[src/rtl/bsf_pkg.sv]
`timescale 1ns / 1ps
// ----------------------------------------------------------------------------
// bsf_pkg
// shared types and constants of the 3x3x3 binomial smoothing filter
// ----------------------------------------------------------------------------
package bsf_pkg;

  localparam int unsigned DEF_MAX_X = 128;
  localparam int unsigned DEF_MAX_Y = 128;
  localparam int unsigned DEF_MAX_Z = 128;

  localparam int unsigned CFG_W     = 8;
  localparam int unsigned CFG_IDX_W = 2;
  localparam int unsigned DENS_W    = 32;
  // weights sum to at most 64, so the weighted sum grows by six bits
  localparam int unsigned SUM_W     = DENS_W + 6;
  localparam int unsigned TOT_W     = 7;

  localparam logic [CFG_IDX_W-1:0] CFG_IDX_SIZE_X = 2'd0;
  localparam logic [CFG_IDX_W-1:0] CFG_IDX_SIZE_Y = 2'd1;
  localparam logic [CFG_IDX_W-1:0] CFG_IDX_SIZE_Z = 2'd2;

  // cycles for the derived grid constants to follow a size write
  localparam logic [1:0] SETTLE_CYCLES = 2'd3;

  typedef struct packed {
    logic [DENS_W-1:0] density;
    logic              is_data;
  } bsf_in_t;

  typedef struct packed {
    logic [DENS_W-1:0] smoothed_density;
    logic              last_node;
  } bsf_out_t;

  typedef enum logic [2:0] {
    ST_IDLE,
    ST_READ,
    ST_ACC,
    ST_DIVGO,
    ST_DIV,
    ST_OUT
  } bsf_state_e;

endpackage

[src/rtl/bsf_div.sv]
`timescale 1ns / 1ps
// ----------------------------------------------------------------------------
// bsf_div
// restoring divider, one quotient bit per cycle
// ----------------------------------------------------------------------------
module bsf_div import bsf_pkg::*; (
  input  logic              clk_i,
  input  logic              rst_ni,
  input  logic              start_i,
  input  logic [SUM_W-1:0]  dividend_i,
  input  logic [TOT_W-1:0]  divisor_i,
  output logic              done_o,
  output logic [DENS_W-1:0] quotient_o
);

  localparam int unsigned CW = $clog2(SUM_W);

  logic             busy_q, done_q;
  logic [CW-1:0]    cnt_q;
  logic [SUM_W-1:0] quo_q;
  logic [TOT_W-1:0] rem_q, div_q;
  logic [TOT_W:0]   trial;
  logic             fits;

  assign trial = {rem_q, quo_q[SUM_W-1]};
  assign fits  = trial >= {1'b0, div_q};

  always_ff @(posedge clk_i or negedge rst_ni) begin
    if (!rst_ni) begin
      busy_q <= 1'b0;
      done_q <= 1'b0;
      cnt_q  <= '0;
    end else begin
      done_q <= 1'b0;
      if (start_i) begin
        busy_q <= 1'b1;
        cnt_q  <= '0;
      end else if (busy_q) begin
        if (cnt_q == CW'(SUM_W - 1)) begin
          busy_q <= 1'b0;
          done_q <= 1'b1;
        end
        cnt_q <= cnt_q + 1'b1;
      end
    end
  end

  always_ff @(posedge clk_i) begin
    if (start_i) begin
      quo_q <= dividend_i;
      rem_q <= '0;
      div_q <= divisor_i;
    end else if (busy_q) begin
      rem_q <= fits ? TOT_W'(trial - {1'b0, div_q}) : trial[TOT_W-1:0];
      quo_q <= {quo_q[SUM_W-2:0], fits};
    end
  end

  assign done_o     = done_q;
  assign quotient_o = quo_q[DENS_W-1:0];

endmodule

[config.mk]
export PLATFORM = sky130hd
export DESIGN_NAME = bsf_div
export DESIGN_NICKNAME = d
export VERILOG_FILES = /design/src/rtl/bsf_pkg.sv /design/src/rtl/bsf_div.sv
export SDC_FILE = /design/constraint.sdc
export NUM_CORES = 1
export LEC_CHECK = 0
export BUFFER_PORTS_ARGS = -buffer_cell sky130_fd_sc_hd__buf_2
export CORE_MARGIN = 8
export CORE_UTILIZATION = 45
export CTS_CLUSTER_DIAMETER = 30
export DETAILED_ROUTE_END_ITERATION = 8
export GPL_ROUTABILITY_DRIVEN = 0
export GPL_TIMING_DRIVEN = 0
export MAX_ROUTING_LAYER = met4
export PLACE_DENSITY_LB_ADDON = 0.15
export SYNTH_ARGS = -nofsm -noshare
export SYNTH_HDL_FRONTEND = slang
export SYNTH_SLANG_ARGS = --single-unit
[constraint.sdc]
create_clock -name clk_i -period 3.6 [get_ports clk_i]
set_clock_uncertainty 0.1 [all_clocks]
set_input_delay 0.54 -clock clk_i [delete_from_list [all_inputs] [get_ports clk_i]]
set_output_delay 0.54 -clock clk_i [all_outputs]
set_load 0.01 [all_outputs]
==> results by group, run 1 <==
Synthesis
  • Register bit total from synthesis: 60
  • Cells after synthesis: 261
  • Post-Syn Nets: 319
  • Async set or reset register ratio after synthesis: 13.33%
  • Yosys warns: 0
  • Total standard cell area after synthesis: 3249 um^2
  • Number of enable flip-flop cells after synthesis: 45
  • Sequential share of the synthesized area: 52.06%
  • Count of cell types in the netlist: 47
  • Avg Synthesized Cell Area: 12.45 um^2
  • Main synth FF type: sky130_fd_sc_hd__edfxtp_1

Setup path
  • Sum of buffers and inverters on the critical path: 5
  • Endpoint arrival time on the critical path: 2.52 ns
  • Cell repeated most along the worst path: sky130_fd_sc_hd__clkbuf_1
  • Max stage delay cell, worst path: sky130_fd_sc_hd__inv_2
  • Worst path max stage delay: 0.61 ns
  • Kind of capture point of the worst setup path: register
  • Crit Path Category: in2reg
  • Startpoint of the worst-slack reg-to-reg timing path: quo_q[37]
  • Crit path max fanout: 38
  • Critical path startpoint category: input pin
  • Critical-path cell list: buf_2, clkbuf_1, clkbuf_1, buf_1, nor2_1, inv_2
  • Kind of cell adding the most delay to the critical path: buffers and inverters
  • Crit path launch: start_i
  • Required time reported for the critical path endpoint: 3.47 ns

Floorplanning
  • Overall die area: 10,200 um^2
  • Starting Density: 45.53%
  • Floorplan die width: 101.0 um
  • Count of pins on the block boundary: 81
  • Floorplan core area: 7137 um^2
  • Die Span Y: 101.0 um
  • Placement Rows: 31

Timing
  • Min setup slack post-route: 0.9455 ns
  • Headroom to the max-slew limit: 46.57%
  • Pins over their slew limit: 0
  • Accumulated negative setup slack: 0 ns
  • Final setup violating endpoints: 0
  • Setup repair after global routing missed its margin: no
  • Total count of hold-check failures in the final report: 0
  • Fin crit share: 73.74%
  • Maximum clock rate: 0.3767 GHz
  • Tmin final: 2.655 ns
  • Pin slew with the least headroom to its limit: 0.8002 ns

Global routing
  • Antenna violations before repair: 0
  • Aggregate global-route resource usage: 14.29%
  • Vias in the first global route: 2,326
  • Global route overflow: 0
  • First-pass GRT wire length: 10.96 mm
  • Maximum number of pins on one net before global-route repair: 39

Routing
  • Average wire per standard cell: 14.59 um
  • Number of detailed-route iterations in the first pass: 4
  • DRC: 0
  • Vias after detailed routing: 2,194
  • Detailed-route wire length: 6.668 mm
  • First DRT Iteration DRCs: 76
  • Post-route antenna net violation count: 0
  • Ratio of routed vias to standard cells: 4.801

Power
  • Power spent charging and discharging nets: 0.0006880 W
  • Portion of total power attributed to sequential cells: 41.1%
  • Worst IR Drop VDD: 0.2407 mV
  • Clock Power Share: 25.8%
  • Internal power contribution: 0.001549 W
  • Switching Fraction: 30.75%
  • Standby leakage power: 1.710 nW
  • Combinational Power Share: 33.0%
  • Pwr Density: 564.1 nW/um^2

Finish
  • Ratio of cells with drive above 1 in the final layout: 49.44%
  • Area growth from synthesis to layout: 22.06%
  • Number of inserted diodes: 0
  • Final-stage net count: 411

Run status
  • Status: completed

Clock tree
  • Max Buffers Root-to-Sink: 2
  • H-tree depth reported by CTS: 3
  • Number of buffers inserted by post-CTS setup repair: 0
  • Resized Gates After CTS: 0
  • CTS Buf Count: 9
  • CTS tree: built
  • Clock input transition at the sequential cells of the worst setup and hold paths: 0.06 ns
  • Root buffer selected by CTS: sky130_fd_sc_hd__clkbuf_8
  • Clock Sinks: 60
  • Source-to-sink clock delay at the later pin of the worst-skew pair: 0.34 ns

Run
  • Total of max-cap violations: 0

Placement
  • HPWL reported at the end of detailed placement: 4.878 mm
  • Port Buf Inserts: 80
  • Pre-CTS worst setup slack: 0.5278 ns

Hold path
  • Worst min-delay path startpoint: divisor_i[4]
  • Type of the worst min-delay path: in2reg
-- what timing repair did --
action,CTS,global route
hold buffers,1,0
hold endpoints to repair,8,0
setup endpoints to repair,0,0
-- power groups by stage --
stage          clock (W)  sequential, W  combinational [W]
3_3_place_gp           0       0.000933           0.000732
5_1_grt         0.000625       0.000934           0.000820
4_1_cts         0.000595       0.000920           0.000747
6_report        0.000578       0.000920           0.000739
2_1_floorplan          0       0.000910           0.000575
3_5_place_dp           0       0.000933           0.000739
-- registers in the layout, summed over array words and instances (netlist names) --
register  count
div_q         7
busy_q        1
quo_q        38
done_o        1
cnt_q         6
rem_q         7
-- cells in the mapped netlist, types with 2 or more instances --
| cell | instances | area share (%) |
|---|---|---|
| sky130_fd_sc_hd__nor3b_1 | 6 | 1.4 |
| sky130_fd_sc_hd__buf_4 | 33 | 7.6 |
| sky130_fd_sc_hd__dfrtp_1 | 8 | 6.2 |
| sky130_fd_sc_hd__nor2_1 | 16 | 1.8 |
| sky130_fd_sc_hd__o21ai_0 | 3 | 0.46 |
| sky130_fd_sc_hd__o21bai_1 | 2 | 0.46 |
| sky130_fd_sc_hd__nand4_1 | 4 | 0.77 |
| sky130_fd_sc_hd__o31ai_2 | 2 | 0.77 |
| sky130_fd_sc_hd__xor2_1 | 4 | 1.1 |
| sky130_fd_sc_hd__inv_1 | 14 | 1.6 |
| sky130_fd_sc_hd__ha_1 | 9 | 3.5 |
| sky130_fd_sc_hd__a21oi_1 | 2 | 0.31 |
| sky130_fd_sc_hd__clkbuf_1 | 7 | 0.81 |
| sky130_fd_sc_hd__a311oi_2 | 2 | 0.92 |
| sky130_fd_sc_hd__buf_1 | 3 | 0.35 |
| sky130_fd_sc_hd__a21o_1 | 3 | 0.69 |
| sky130_fd_sc_hd__edfxtp_1 | 45 | 42 |
| sky130_fd_sc_hd__xnor2_1 | 3 | 0.81 |
| sky130_fd_sc_hd__buf_6 | 2 | 0.69 |
| sky130_fd_sc_hd__mux2_2 | 37 | 13 |
| sky130_fd_sc_hd__nand2b_1 | 5 | 0.96 |
| sky130_fd_sc_hd__nand2_1 | 9 | 1.0 |
| sky130_fd_sc_hd__nand3b_1 | 3 | 0.69 |
| sky130_fd_sc_hd__dfxtp_1 | 7 | 4.3 |
| sky130_fd_sc_hd__a41oi_1 | 4 | 1.1 |
| sky130_fd_sc_hd__a211oi_1 | 4 | 0.92 |
| sky130_fd_sc_hd__a31oi_1 | 2 | 0.38 |
| sky130_fd_sc_hd__or3b_2 | 3 | 0.81 |
-- stage by stage --
stage | hold slack (ns) | power [W] | cell area (um^2) | instances | util (%)
after floorplan | 0.1444 | 0.001486 | 3249 | 261 | -
after global placement | 0.2924 | 0.001666 | 3774 | 440 | 52.88
after detailed placement | 0.2953 | 0.001673 | 3774 | 440 | 52.88
after CTS | 0.2594 | 0.002263 | 3966 | 457 | 55.57
after global routing | 0.2580 | 0.002380 | 3966 | 457 | 55.57
final | 0.2774 | 0.002237 | 3966 | 457 | 55.57
-- layout by cell type, fill, tap and decap left out, types with 4 or more instances in the layout --
master / count
sky130_fd_sc_hd__a41oi_1: 4
sky130_fd_sc_hd__nor3b_1: 6
sky130_fd_sc_hd__edfxtp_1: 45
sky130_fd_sc_hd__clkbuf_1: 8
sky130_fd_sc_hd__a211oi_1: 4
sky130_fd_sc_hd__nor2_1: 16
sky130_fd_sc_hd__nand2b_1: 5
sky130_fd_sc_hd__buf_2: 81
sky130_fd_sc_hd__dfrtp_1: 8
sky130_fd_sc_hd__buf_4: 33
sky130_fd_sc_hd__dfxtp_1: 7
sky130_fd_sc_hd__clkbuf_8: 9
sky130_fd_sc_hd__inv_1: 13
sky130_fd_sc_hd__nand4_1: 4
sky130_fd_sc_hd__nand2_1: 9
sky130_fd_sc_hd__xor2_1: 4
sky130_fd_sc_hd__ha_1: 9
sky130_fd_sc_hd__mux2_2: 37
-- final cells by class --
cell class | count | area [um^2]
inverters | 14 | 52.55
clock inverters | 6 | 55.05
repair buffers | 81 | 410.4
well taps | 99 | 123.9
plain buffers | 46 | 312.8
fillers | 665 | 3171
flip-flops and latches | 60 | 1692
multi-input cells | 141 | 1192
clock buffers | 10 | 127.6
-- worst paths after layout --
kind                            end  slack (ns)  cells after the start
min reg2reg                rem_q[2]        0.43                      2
max in group asynchronous  cnt_q[5]        2.76                      2
min in group asynchronous    done_o        0.47                      2
max                        quo_q[6]        0.95                      6
max reg2reg                rem_q[0]        1.21                      9
min                        div_q[4]        0.28                      1
-- cells by family (layout without fill, tap and decap cells) --
group                    Yosys count  after routing  share of synthesized area, %
flip-flops                        60             60                         52.06
buffers and inverters             60            157                         11.24
AND/OR/NAND/NOR                   55             55                         9.473
multiplexers                      38             38                         13.13
AO/OA/AOI/OAI                     31             31                         8.124
adder cells (fa/ha/maj)           10             10                         4.082
XOR/XNOR                           7              7                         1.887
-- worst reg2reg max path, delay by kind of cell (launching register included) --
family	cells	cell delay, ns
AOI/OAI and AO/OA	2	0.54
adders and majority gates	2	0.62
buffers and inverters	3	0.34
DFF	1	0.32
and+or+nand+nor	2	0.38
-- routing by layer --
layer / vias to the layer above / part of all wire, % / GRT usage, % / routed length [um]
met5: - / 0 / - / 0
met4: 0 / 1.4 / 6.529 / 93
met3: 8 / 5.8 / 5.180 / 387
met2: 53 / 46 / 21.09 / 3087
met1: 1034 / 46 / 17.07 / 3100
li1: 1099 / - / - / -
Note: power is estimated with default switching activity, not from simulation.
==> inputs of run 2 (changes only) <==
ABC_AREA = 1   (was default)
clock period = 2.74 ns   (was 3.6 ns; I/O delays follow)
==> results by group, run 2 <==
Synthesis
  • Yosys warns: 0 (unchanged)
  • Async set or reset register ratio after synthesis: 13.33% (unchanged)
  • Main synth FF type: sky130_fd_sc_hd__edfxtp_1 (unchanged)
  • Number of enable flip-flop cells after synthesis: 45 (unchanged)
  • Area share of the largest cell type after synthesis: 42.98% (was 41.59%)
  • Commonest cells in the netlist: sky130_fd_sc_hd__nand2_1, sky130_fd_sc_hd__edfxtp_1, sky130_fd_sc_hd__buf_4, sky130_fd_sc_hd__inv_1, sky130_fd_sc_hd__nand3_1 (was sky130_fd_sc_hd__edfxtp_1, sky130_fd_sc_hd__mux2_2, sky130_fd_sc_hd__buf_4, sky130_fd_sc_hd__nor2_1, sky130_fd_sc_hd__inv_1)
  • Post-Syn Nets: 418 (was 319)
  • Cell type contributing the most total cell area after synthesis: sky130_fd_sc_hd__edfxtp_1 (unchanged)
  • Register bit total from synthesis: 60 (unchanged)
  • Total standard cell area after synthesis: 3144 um^2 (was 3249 um^2)
  • Sequential share of the synthesized area: 53.80% (was 52.06%)
  • Largest cells by area after synthesis: sky130_fd_sc_hd__edfxtp_1, sky130_fd_sc_hd__nand2_1, sky130_fd_sc_hd__buf_4 (was sky130_fd_sc_hd__edfxtp_1, sky130_fd_sc_hd__mux2_2, sky130_fd_sc_hd__buf_4)
  • Dominant cell by count in the synthesized netlist: sky130_fd_sc_hd__nand2_1 (was sky130_fd_sc_hd__edfxtp_1)
  • Avg Synthesized Cell Area: 8.734 um^2 (was 12.45 um^2)
  • Count of cell types in the netlist: 28 (was 47)
  • Cells after synthesis: 360 (was 261)

Routing
  • Vias after detailed routing: 2,502 (was 2,194)
  • DRC: 0 (unchanged)
  • Average wire per standard cell: 12.86 um (was 14.59 um)
  • Post-route antenna net violation count: 0 (unchanged)
  • First DRT Iteration DRCs: 94 (was 76)
  • Ratio of routed vias to standard cells: 4.533 (was 4.801)
  • Number of detailed-route iterations in the first pass: 4 (unchanged)
  • Detailed-route wire length: 7.097 mm (was 6.668 mm)

Global routing
  • Antenna violations before repair: 0 (unchanged)
  • Vias in the first global route: 2,509 (was 2,326)
  • Maximum number of pins on one net before global-route repair: 41 (was 39)
  • First-pass GRT wire length: 11.72 mm (was 10.96 mm)
  • Global route overflow: 0 (unchanged)
  • Aggregate global-route resource usage: 15.31% (was 14.29%)

Finish
  • Highest-count cells in the layout ignoring fill and taps: sky130_fd_sc_hd__nand2_1, sky130_fd_sc_hd__buf_2, sky130_fd_sc_hd__edfxtp_1 (was sky130_fd_sc_hd__buf_2, sky130_fd_sc_hd__edfxtp_1, sky130_fd_sc_hd__mux2_2)
  • Area growth from synthesis to layout: 23.36% (was 22.06%)
  • Number of inserted diodes: 0 (unchanged)
  • Largest register FFs: 38 (unchanged)
  • Area occupied by registers: 1692 um^2 (unchanged)
  • Biggest registers after layout: quo_q: 38 flops, div_q: 7 flops, rem_q: 7 flops (unchanged)
  • Final-stage net count: 510 (was 411)
  • Number of inserted filler cells in the final layout: 656 (was 665)
  • Multi-input gate area: 1059 um^2 (was 1192 um^2)
  • Most common library cell in the layout ignoring fill and taps: sky130_fd_sc_hd__nand2_1 (was sky130_fd_sc_hd__buf_2)
  • Biggest register: quo_q (unchanged)
  • Ratio of cells with drive above 1 in the final layout: 29.61% (was 49.44%)

Timing
  • Fin crit share: 75.09%
  • Pins over their slew limit: 0 (unchanged)
  • Total count of hold-check failures in the final report: 0 (unchanged)
  • Final setup violating endpoints: 0 (unchanged)
  • Min setup slack post-route: 0.6826 ns (was 0.9455 ns)
  • Headroom to the max-slew limit: 43.85% (was 46.57%)
  • Tmin final: 2.057 ns
  • Pin slew with the least headroom to its limit: 0.8410 ns (was 0.8002 ns)
  • Maximum clock rate: 0.4860 GHz
  • Accumulated negative setup slack: 0 ns (unchanged)
  • Setup repair after global routing missed its margin: no (unchanged)

Power
  • Worst IR Drop VDD: 0.2952 mV (was 0.2407 mV)
  • Standby leakage power: 2.039 nW (was 1.710 nW)
  • Pwr Density: 743.1 nW/um^2 (was 564.1 nW/um^2)

Setup path
  • Required time reported for the critical path endpoint: 2.70 ns (was 3.47 ns)
  • Sum of buffers and inverters on the critical path: 2 (was 5)
  • Kind of capture point of the worst setup path: register (unchanged)
  • Startpoint of the worst-slack reg-to-reg timing path: quo_q[37] (unchanged)
  • Crit path max fanout: 8 (was 38)
  • Critical-path cell list: inv_1, ha_1, fa_1, inv_1, nand3_1, nand2_1, o21ai_2, a31oi_1 (was buf_2, clkbuf_1, clkbuf_1, buf_1, nor2_1, inv_2)
  • Kind of cell adding the most delay to the critical path: compound AO/OA/AOI/OAI gates (was buffers and inverters)
  • R2r endpoint: quo_q[0] (was rem_q[0])
  • Endpoint arrival time on the critical path: 2.01 ns (was 2.52 ns)
  • Worst path max stage delay: 0.39 ns (was 0.61 ns)
  • Total number of cells along the worst setup path: 8 (was 6)
  • Reg2reg setup slack: 0.68 ns (was 1.21 ns)
  • Critical path startpoint category: register (was input pin)
  • Worst-case reg-to-reg path depth: 8 (was 9)
  • Cell repeated most along the worst path: sky130_fd_sc_hd__inv_1 (was sky130_fd_sc_hd__clkbuf_1)
  • Crit Path Category: reg2reg (was in2reg)
  • Max stage delay cell, worst path: sky130_fd_sc_hd__o21ai_2 (was sky130_fd_sc_hd__inv_2)

Hold path
  • Hold Path Depth: 1 (unchanged)
  • Terminating pin of the worst hold path: div_q[2] (was div_q[4])
  • Type of the worst min-delay path: in2reg (unchanged)
  • Worst min-delay path startpoint: divisor_i[2] (was divisor_i[4])

Clock tree
  • Max Buffers Root-to-Sink: 2 (unchanged)
  • Clock Sinks: 60 (unchanged)
  • H-tree depth reported by CTS: 3 (unchanged)
  • Number of buffers inserted by post-CTS setup repair: 0 (unchanged)
  • Resized Gates After CTS: 0 (unchanged)
  • CTS tree: built (unchanged)
  • Number of buffers added to fix hold violations after cts: 1 (unchanged)
  • CTS Buf Count: 9 (unchanged)
  • Clock input transition at the sequential cells of the worst setup and hold paths: 0.07 ns (was 0.06 ns)
  • Root buffer selected by CTS: sky130_fd_sc_hd__clkbuf_8 (unchanged)
  • Source-to-sink clock delay at the later pin of the worst-skew pair: 0.33 ns (was 0.34 ns)

Floorplanning
  • Die Span Y: 99.59 um (was 101.0 um)
  • Floorplan core area: 6794 um^2 (was 7137 um^2)
  • Overall die area: 9918 um^2 (was 10,200 um^2)
  • Count of pins on the block boundary: 81 (unchanged)
  • Floorplan die width: 99.59 um (was 101.0 um)
  • Placement Rows: 30 (was 31)
  • Starting Density: 46.28% (was 45.53%)

Run status
  • Status: completed (unchanged)

Placement
  • Port Buf Inserts: 80 (unchanged)
  • Pre-CTS worst setup slack: 0.5963 ns (was 0.5278 ns)
  • HPWL reported at the end of detailed placement: 5.160 mm (was 4.878 mm)

Run
  • Total of max-cap violations: 0 (unchanged)
[run 2: changes by cell type in the layout (fill, tap and decap cells not counted), sizes merged, moves of 4 or more]
| cell | delta |
|---|---|
| nand2 | +153 |
| mux2 | -37 |
| inv | +18 |
| nand3 | +17 |
| nor3b | -6 |
| a211oi | -5 |
| nand2b | -5 |
| a41oi | -4 |
| buf | -4 |
[run 2: worst max path at each step]
stage	from	end
floorplan	quo_q[37]	rem_q[5]
global placement	start_i	quo_q[14]
detailed placement	start_i	cnt_q[1]
CTS	quo_q[37]	quo_q[0]
global route	quo_q[37]	rem_q[6]
finish	quo_q[37]	quo_q[0]
[run 2: cells by family (layout without fill, tap and decap cells)]
logic type | after synthesis | count (layout) | share of synthesized area (%)
DFF | 60 | 60 | 53.80
xor gates and xnor gates | 2 | 2 | 0.5572
adders and majority gates | 10 | 10 | 4.218
and+or+nand+nor | 205 | 205 | 26.58
AOI/OAI and AO/OA | 11 | 11 | 2.308
buffers and inverters | 72 | 168 | 12.53
[run 2: per-layer routing]
layer / up-vias / GRT usage (%) / share of wire, %
li1: 1297 / - / -
met3: 6 / 4.609 / 4.1
met4: 0 / 5.122 / 1.1
met5: - / - / 0
met2: 68 / 24.48 / 48
met1: 1131 / 17.98 / 47
[run 2: through the flow]
step / cells / utilization, % / hold slack [ns] / total power, W / area [um^2]
2_1_floorplan: 360 / - / 0.01541 / 0.001820 / 3144
3_3_place_gp: 536 / 53.94 / 0.1646 / 0.002030 / 3665
3_5_place_dp: 536 / 53.94 / 0.1663 / 0.002052 / 3665
4_1_cts: 552 / 57.09 / 0.1333 / 0.002907 / 3879
5_1_grt: 552 / 57.09 / 0.1334 / 0.003078 / 3879
6_report: 552 / 57.09 / 0.1557 / 0.002882 / 3879
[run 2: cell type report]
cell class	count	area share, %
Sequential cell	60	43.61
Multi-Input combinational cell	228	27.29
Timing Repair Buffer	81	10.58
Buffer	40	7.065
Clock buffer	9	3.194
Inverter	32	3.097
Tap cell	96	3.097
Clock inverter	6	2.065
[run 2: power by group]
part           switching [W]  internal, W
clock network       0.000348     0.000500
registers          0.0000733      0.00111
logic               0.000482     0.000371
==> inputs of run 3 (changes only) <==
clock period = 1.8 ns   (was 2.74 ns; I/O delays follow)
==> results by group, run 3 (synthesis gave the netlist of run 2 again) <==
Power
  • Standby leakage power: 2.131 nW (was 2.039 nW)
  • Pwr Density: 1162 nW/um^2 (was 743.1 nW/um^2)
  • Worst IR Drop VDD: 0.4581 mV (was 0.2952 mV)

Clock tree
  • CTS Buf Count: 9 (unchanged)
  • Clock Sinks: 60 (unchanged)
  • Root buffer selected by CTS: sky130_fd_sc_hd__clkbuf_8 (unchanged)
  • Source-to-sink clock delay at the later pin of the worst-skew pair: 0.33 ns (about the same)
  • Clock input transition at the sequential cells of the worst setup and hold paths: 0.07 ns (about the same)
  • Max Buffers Root-to-Sink: 2 (unchanged)
  • CTS tree: built (unchanged)
  • H-tree depth reported by CTS: 3 (unchanged)

Hold path
  • Type of the worst min-delay path: in2reg (unchanged)
  • Worst min-delay path startpoint: divisor_i[3] (was divisor_i[2])
  • Hold Path Depth: 1 (unchanged)
  • Terminating pin of the worst hold path: div_q[3] (was div_q[2])

Floorplanning
  • Die Span Y: 99.59 um (unchanged)
  • Count of pins on the block boundary: 81 (unchanged)
  • Starting Density: 46.28% (unchanged)
  • Floorplan die width: 99.59 um (unchanged)
  • Overall die area: 9918 um^2 (unchanged)
  • Floorplan core area: 6794 um^2 (unchanged)
  • Placement Rows: 30 (unchanged)

Timing
  • Headroom to the max-slew limit: 66.04% (was 43.85%)
  • Min setup slack post-route: -0.01806 ns (was 0.6826 ns)
  • Maximum clock rate: 0.5500 GHz (was 0.4860 GHz)
  • Pin slew with the least headroom to its limit: 0.5088 ns (was 0.8410 ns)
  • Worst hold margin: 0.03642 ns (was 0.1557 ns)
  • Fin crit share: 101.0% (was 75.09%)
  • Pins over their slew limit: 0 (unchanged)
  • Final setup violating endpoints: 3 (was 0)
  • Total count of hold-check failures in the final report: 0 (unchanged)
  • Setup repair after global routing missed its margin: yes (was no)
  • Tmin final: 1.818 ns (was 2.057 ns)

Placement
  • Post-detailed-placement cell area: 3665 um^2 (unchanged)
  • HPWL reported at the end of detailed placement: 5.160 mm (unchanged)
  • Port Buf Inserts: 80 (unchanged)

Finish
  • Number of inserted filler cells in the final layout: 625 (was 656)
  • Ratio of cells with drive above 1 in the final layout: 35.11% (was 29.61%)
  • Number of inserted diodes: 0 (unchanged)
  • Highest-count cells in the layout ignoring fill and taps: sky130_fd_sc_hd__nand2_1, sky130_fd_sc_hd__buf_2, sky130_fd_sc_hd__edfxtp_1 (unchanged)
  • Biggest registers after layout: quo_q: 38 flops, div_q: 7 flops, rem_q: 7 flops (unchanged)
  • Final-stage net count: 524 (was 510)
  • Area occupied by registers: 1692 um^2 (unchanged)
  • Final Instance Area: 4136 um^2 (was 3879 um^2)
  • Area growth from synthesis to layout: 31.56% (was 23.36%)
  • Largest register FFs: 38 (unchanged)
  • Multi-input gate area: 1184 um^2 (was 1059 um^2)
  • Biggest register: quo_q (unchanged)
  • Most common library cell in the layout ignoring fill and taps: sky130_fd_sc_hd__nand2_1 (unchanged)

Setup path
  • Critical path startpoint category: register (unchanged)
  • Endpoint arrival time on the critical path: 1.94 ns (was 2.01 ns)
  • Startpoint of the worst-slack reg-to-reg timing path: div_q[0] (was quo_q[37])
  • Kind of cell adding the most delay to the critical path: simple AND/OR/NAND/NOR gates (was compound AO/OA/AOI/OAI gates)
  • Kind of capture point of the worst setup path: register (unchanged)
  • Required time reported for the critical path endpoint: 1.92 ns (was 2.70 ns)
  • Worst path max stage delay: 0.42 ns (was 0.39 ns)
  • Critical-path cell list: ha_4, fa_2, inv_2, nand3_4, nand2_4, nand2_4, nand3_4, nand2_1, nand3_1, nand2_1 (was inv_1, ha_1, fa_1, inv_1, nand3_1, nand2_1, o21ai_2, a31oi_1)
  • R2r endpoint: rem_q[1] (was quo_q[0])
  • Sum of buffers and inverters on the critical path: 1 (was 2)
  • Crit Path Category: reg2reg (unchanged)
  • Crit path max fanout: 7 (was 8)
  • Max stage delay cell, worst path: sky130_fd_sc_hd__edfxtp_1 (was sky130_fd_sc_hd__o21ai_2)
  • Reg2reg setup slack: -0.02 ns (was 0.68 ns)
  • Worst-case reg-to-reg path depth: 10 (was 8)

Routing
  • DRC: 0 (unchanged)
  • Post-route antenna net violation count: 0 (unchanged)
  • Detailed-route wire length: 7.379 mm (was 7.097 mm)
  • Average wire per standard cell: 13.04 um (was 12.86 um)
  • Number of detailed-route iterations in the first pass: 4 (unchanged)
  • Ratio of routed vias to standard cells: 4.519 (was 4.533)
  • First DRT Iteration DRCs: 106 (was 94)
  • Vias after detailed routing: 2,558 (was 2,502)

Run status
  • Status: finished, violations left (was completed)
  • Violated checks: setup timing

Global routing
  • First-pass GRT wire length: 12.17 mm (was 11.72 mm)
  • Antenna violations before repair: 0 (unchanged)
  • Aggregate global-route resource usage: 15.87% (was 15.31%)
  • Global route overflow: 0 (unchanged)
  • Vias in the first global route: 2,586 (was 2,509)
  • Maximum number of pins on one net before global-route repair: 41 (unchanged)

Run
  • Total of max-cap violations: 0 (unchanged)
## run 3: cell types whose count changed in the layout (fill, tap and decap cells not counted), moves of 3 or more
cell,before,now
sky130_fd_sc_hd__nand3_1,18,10
sky130_fd_sc_hd__nand3_2,0,7
sky130_fd_sc_hd__buf_4,32,38
sky130_fd_sc_hd__dlygate4sd3_1,1,7
sky130_fd_sc_hd__nand2_1,162,157
sky130_fd_sc_hd__ha_1,9,6
sky130_fd_sc_hd__nand2_2,0,3
sky130_fd_sc_hd__nor2_1,13,10
## run 3: how the worst max path moves through the flow
| stage | startpoint | cells past startpoint | end |
|---|---|---|---|
| CTS | div_q[0] | 7 | quo_q[0] |
| detailed placement | quo_q[37] | 8 | quo_q[0] |
| finish | div_q[0] | 10 | rem_q[1] |
| floorplan | quo_q[37] | 11 | rem_q[5] |
| global route | div_q[0] | 11 | rem_q[6] |
| global placement | start_i | 3 | quo_q[14] |
## run 3: timing repair
item                                    in CTS  in global routing
pin swaps                                   14                 12
setup buffers                                4                  4
endpoints found under the setup margin      48                 48
gates resized for setup                     20                 10
hold buffers                                 6                  1
endpoints found under the hold margin       13                  1
## run 3: area by class of cell
type | instances | area share [%]
buffer | 40 | 6.624
clock buffer | 9 | 2.995
clock inverter | 6 | 1.936
inverter | 32 | 2.964
multi-input combinational | 228 | 28.61
sequential | 60 | 40.90
tap | 96 | 2.904
timing repair buffer | 95 | 13.07
## run 3: routing by layer
layer	routed length [um]	vias up	GRT usage (%)	share of wire (%)
met5	0	-	-	0
li1	-	1326	-	-
met2	3522	65	25.46	48
met3	271	10	4.539	3.7
met4	113	0	5.821	1.5
met1	3471	1157	18.54	47
## run 3: where the power goes
group | internal [W] | switching, W | total (W)
sequential | 0.00169 | 0.000119 | 0.00181
clock | 0.000760 | 0.000533 | 0.00129
combinational | 0.000779 | 0.000929 | 0.00171
## run 3: per-stage QoR
step | setup WS [ns] | setup TNS, ns | utilization, % | power, W | instances
after floorplan | 0.03270 | 0 | - | 0.002770 | 360
after global placement | -0.2452 | -10.89 | 53.94 | 0.003091 | 536
after detailed placement | -0.2220 | -9.070 | 53.94 | 0.003124 | 536
after CTS | -0.05209 | -1.831 | 59.59 | 0.004625 | 561
after global routing | -0.1021 | -0.7471 | 60.88 | 0.005110 | 566
final | -0.01806 | -0.02627 | 60.88 | 0.004808 | 566
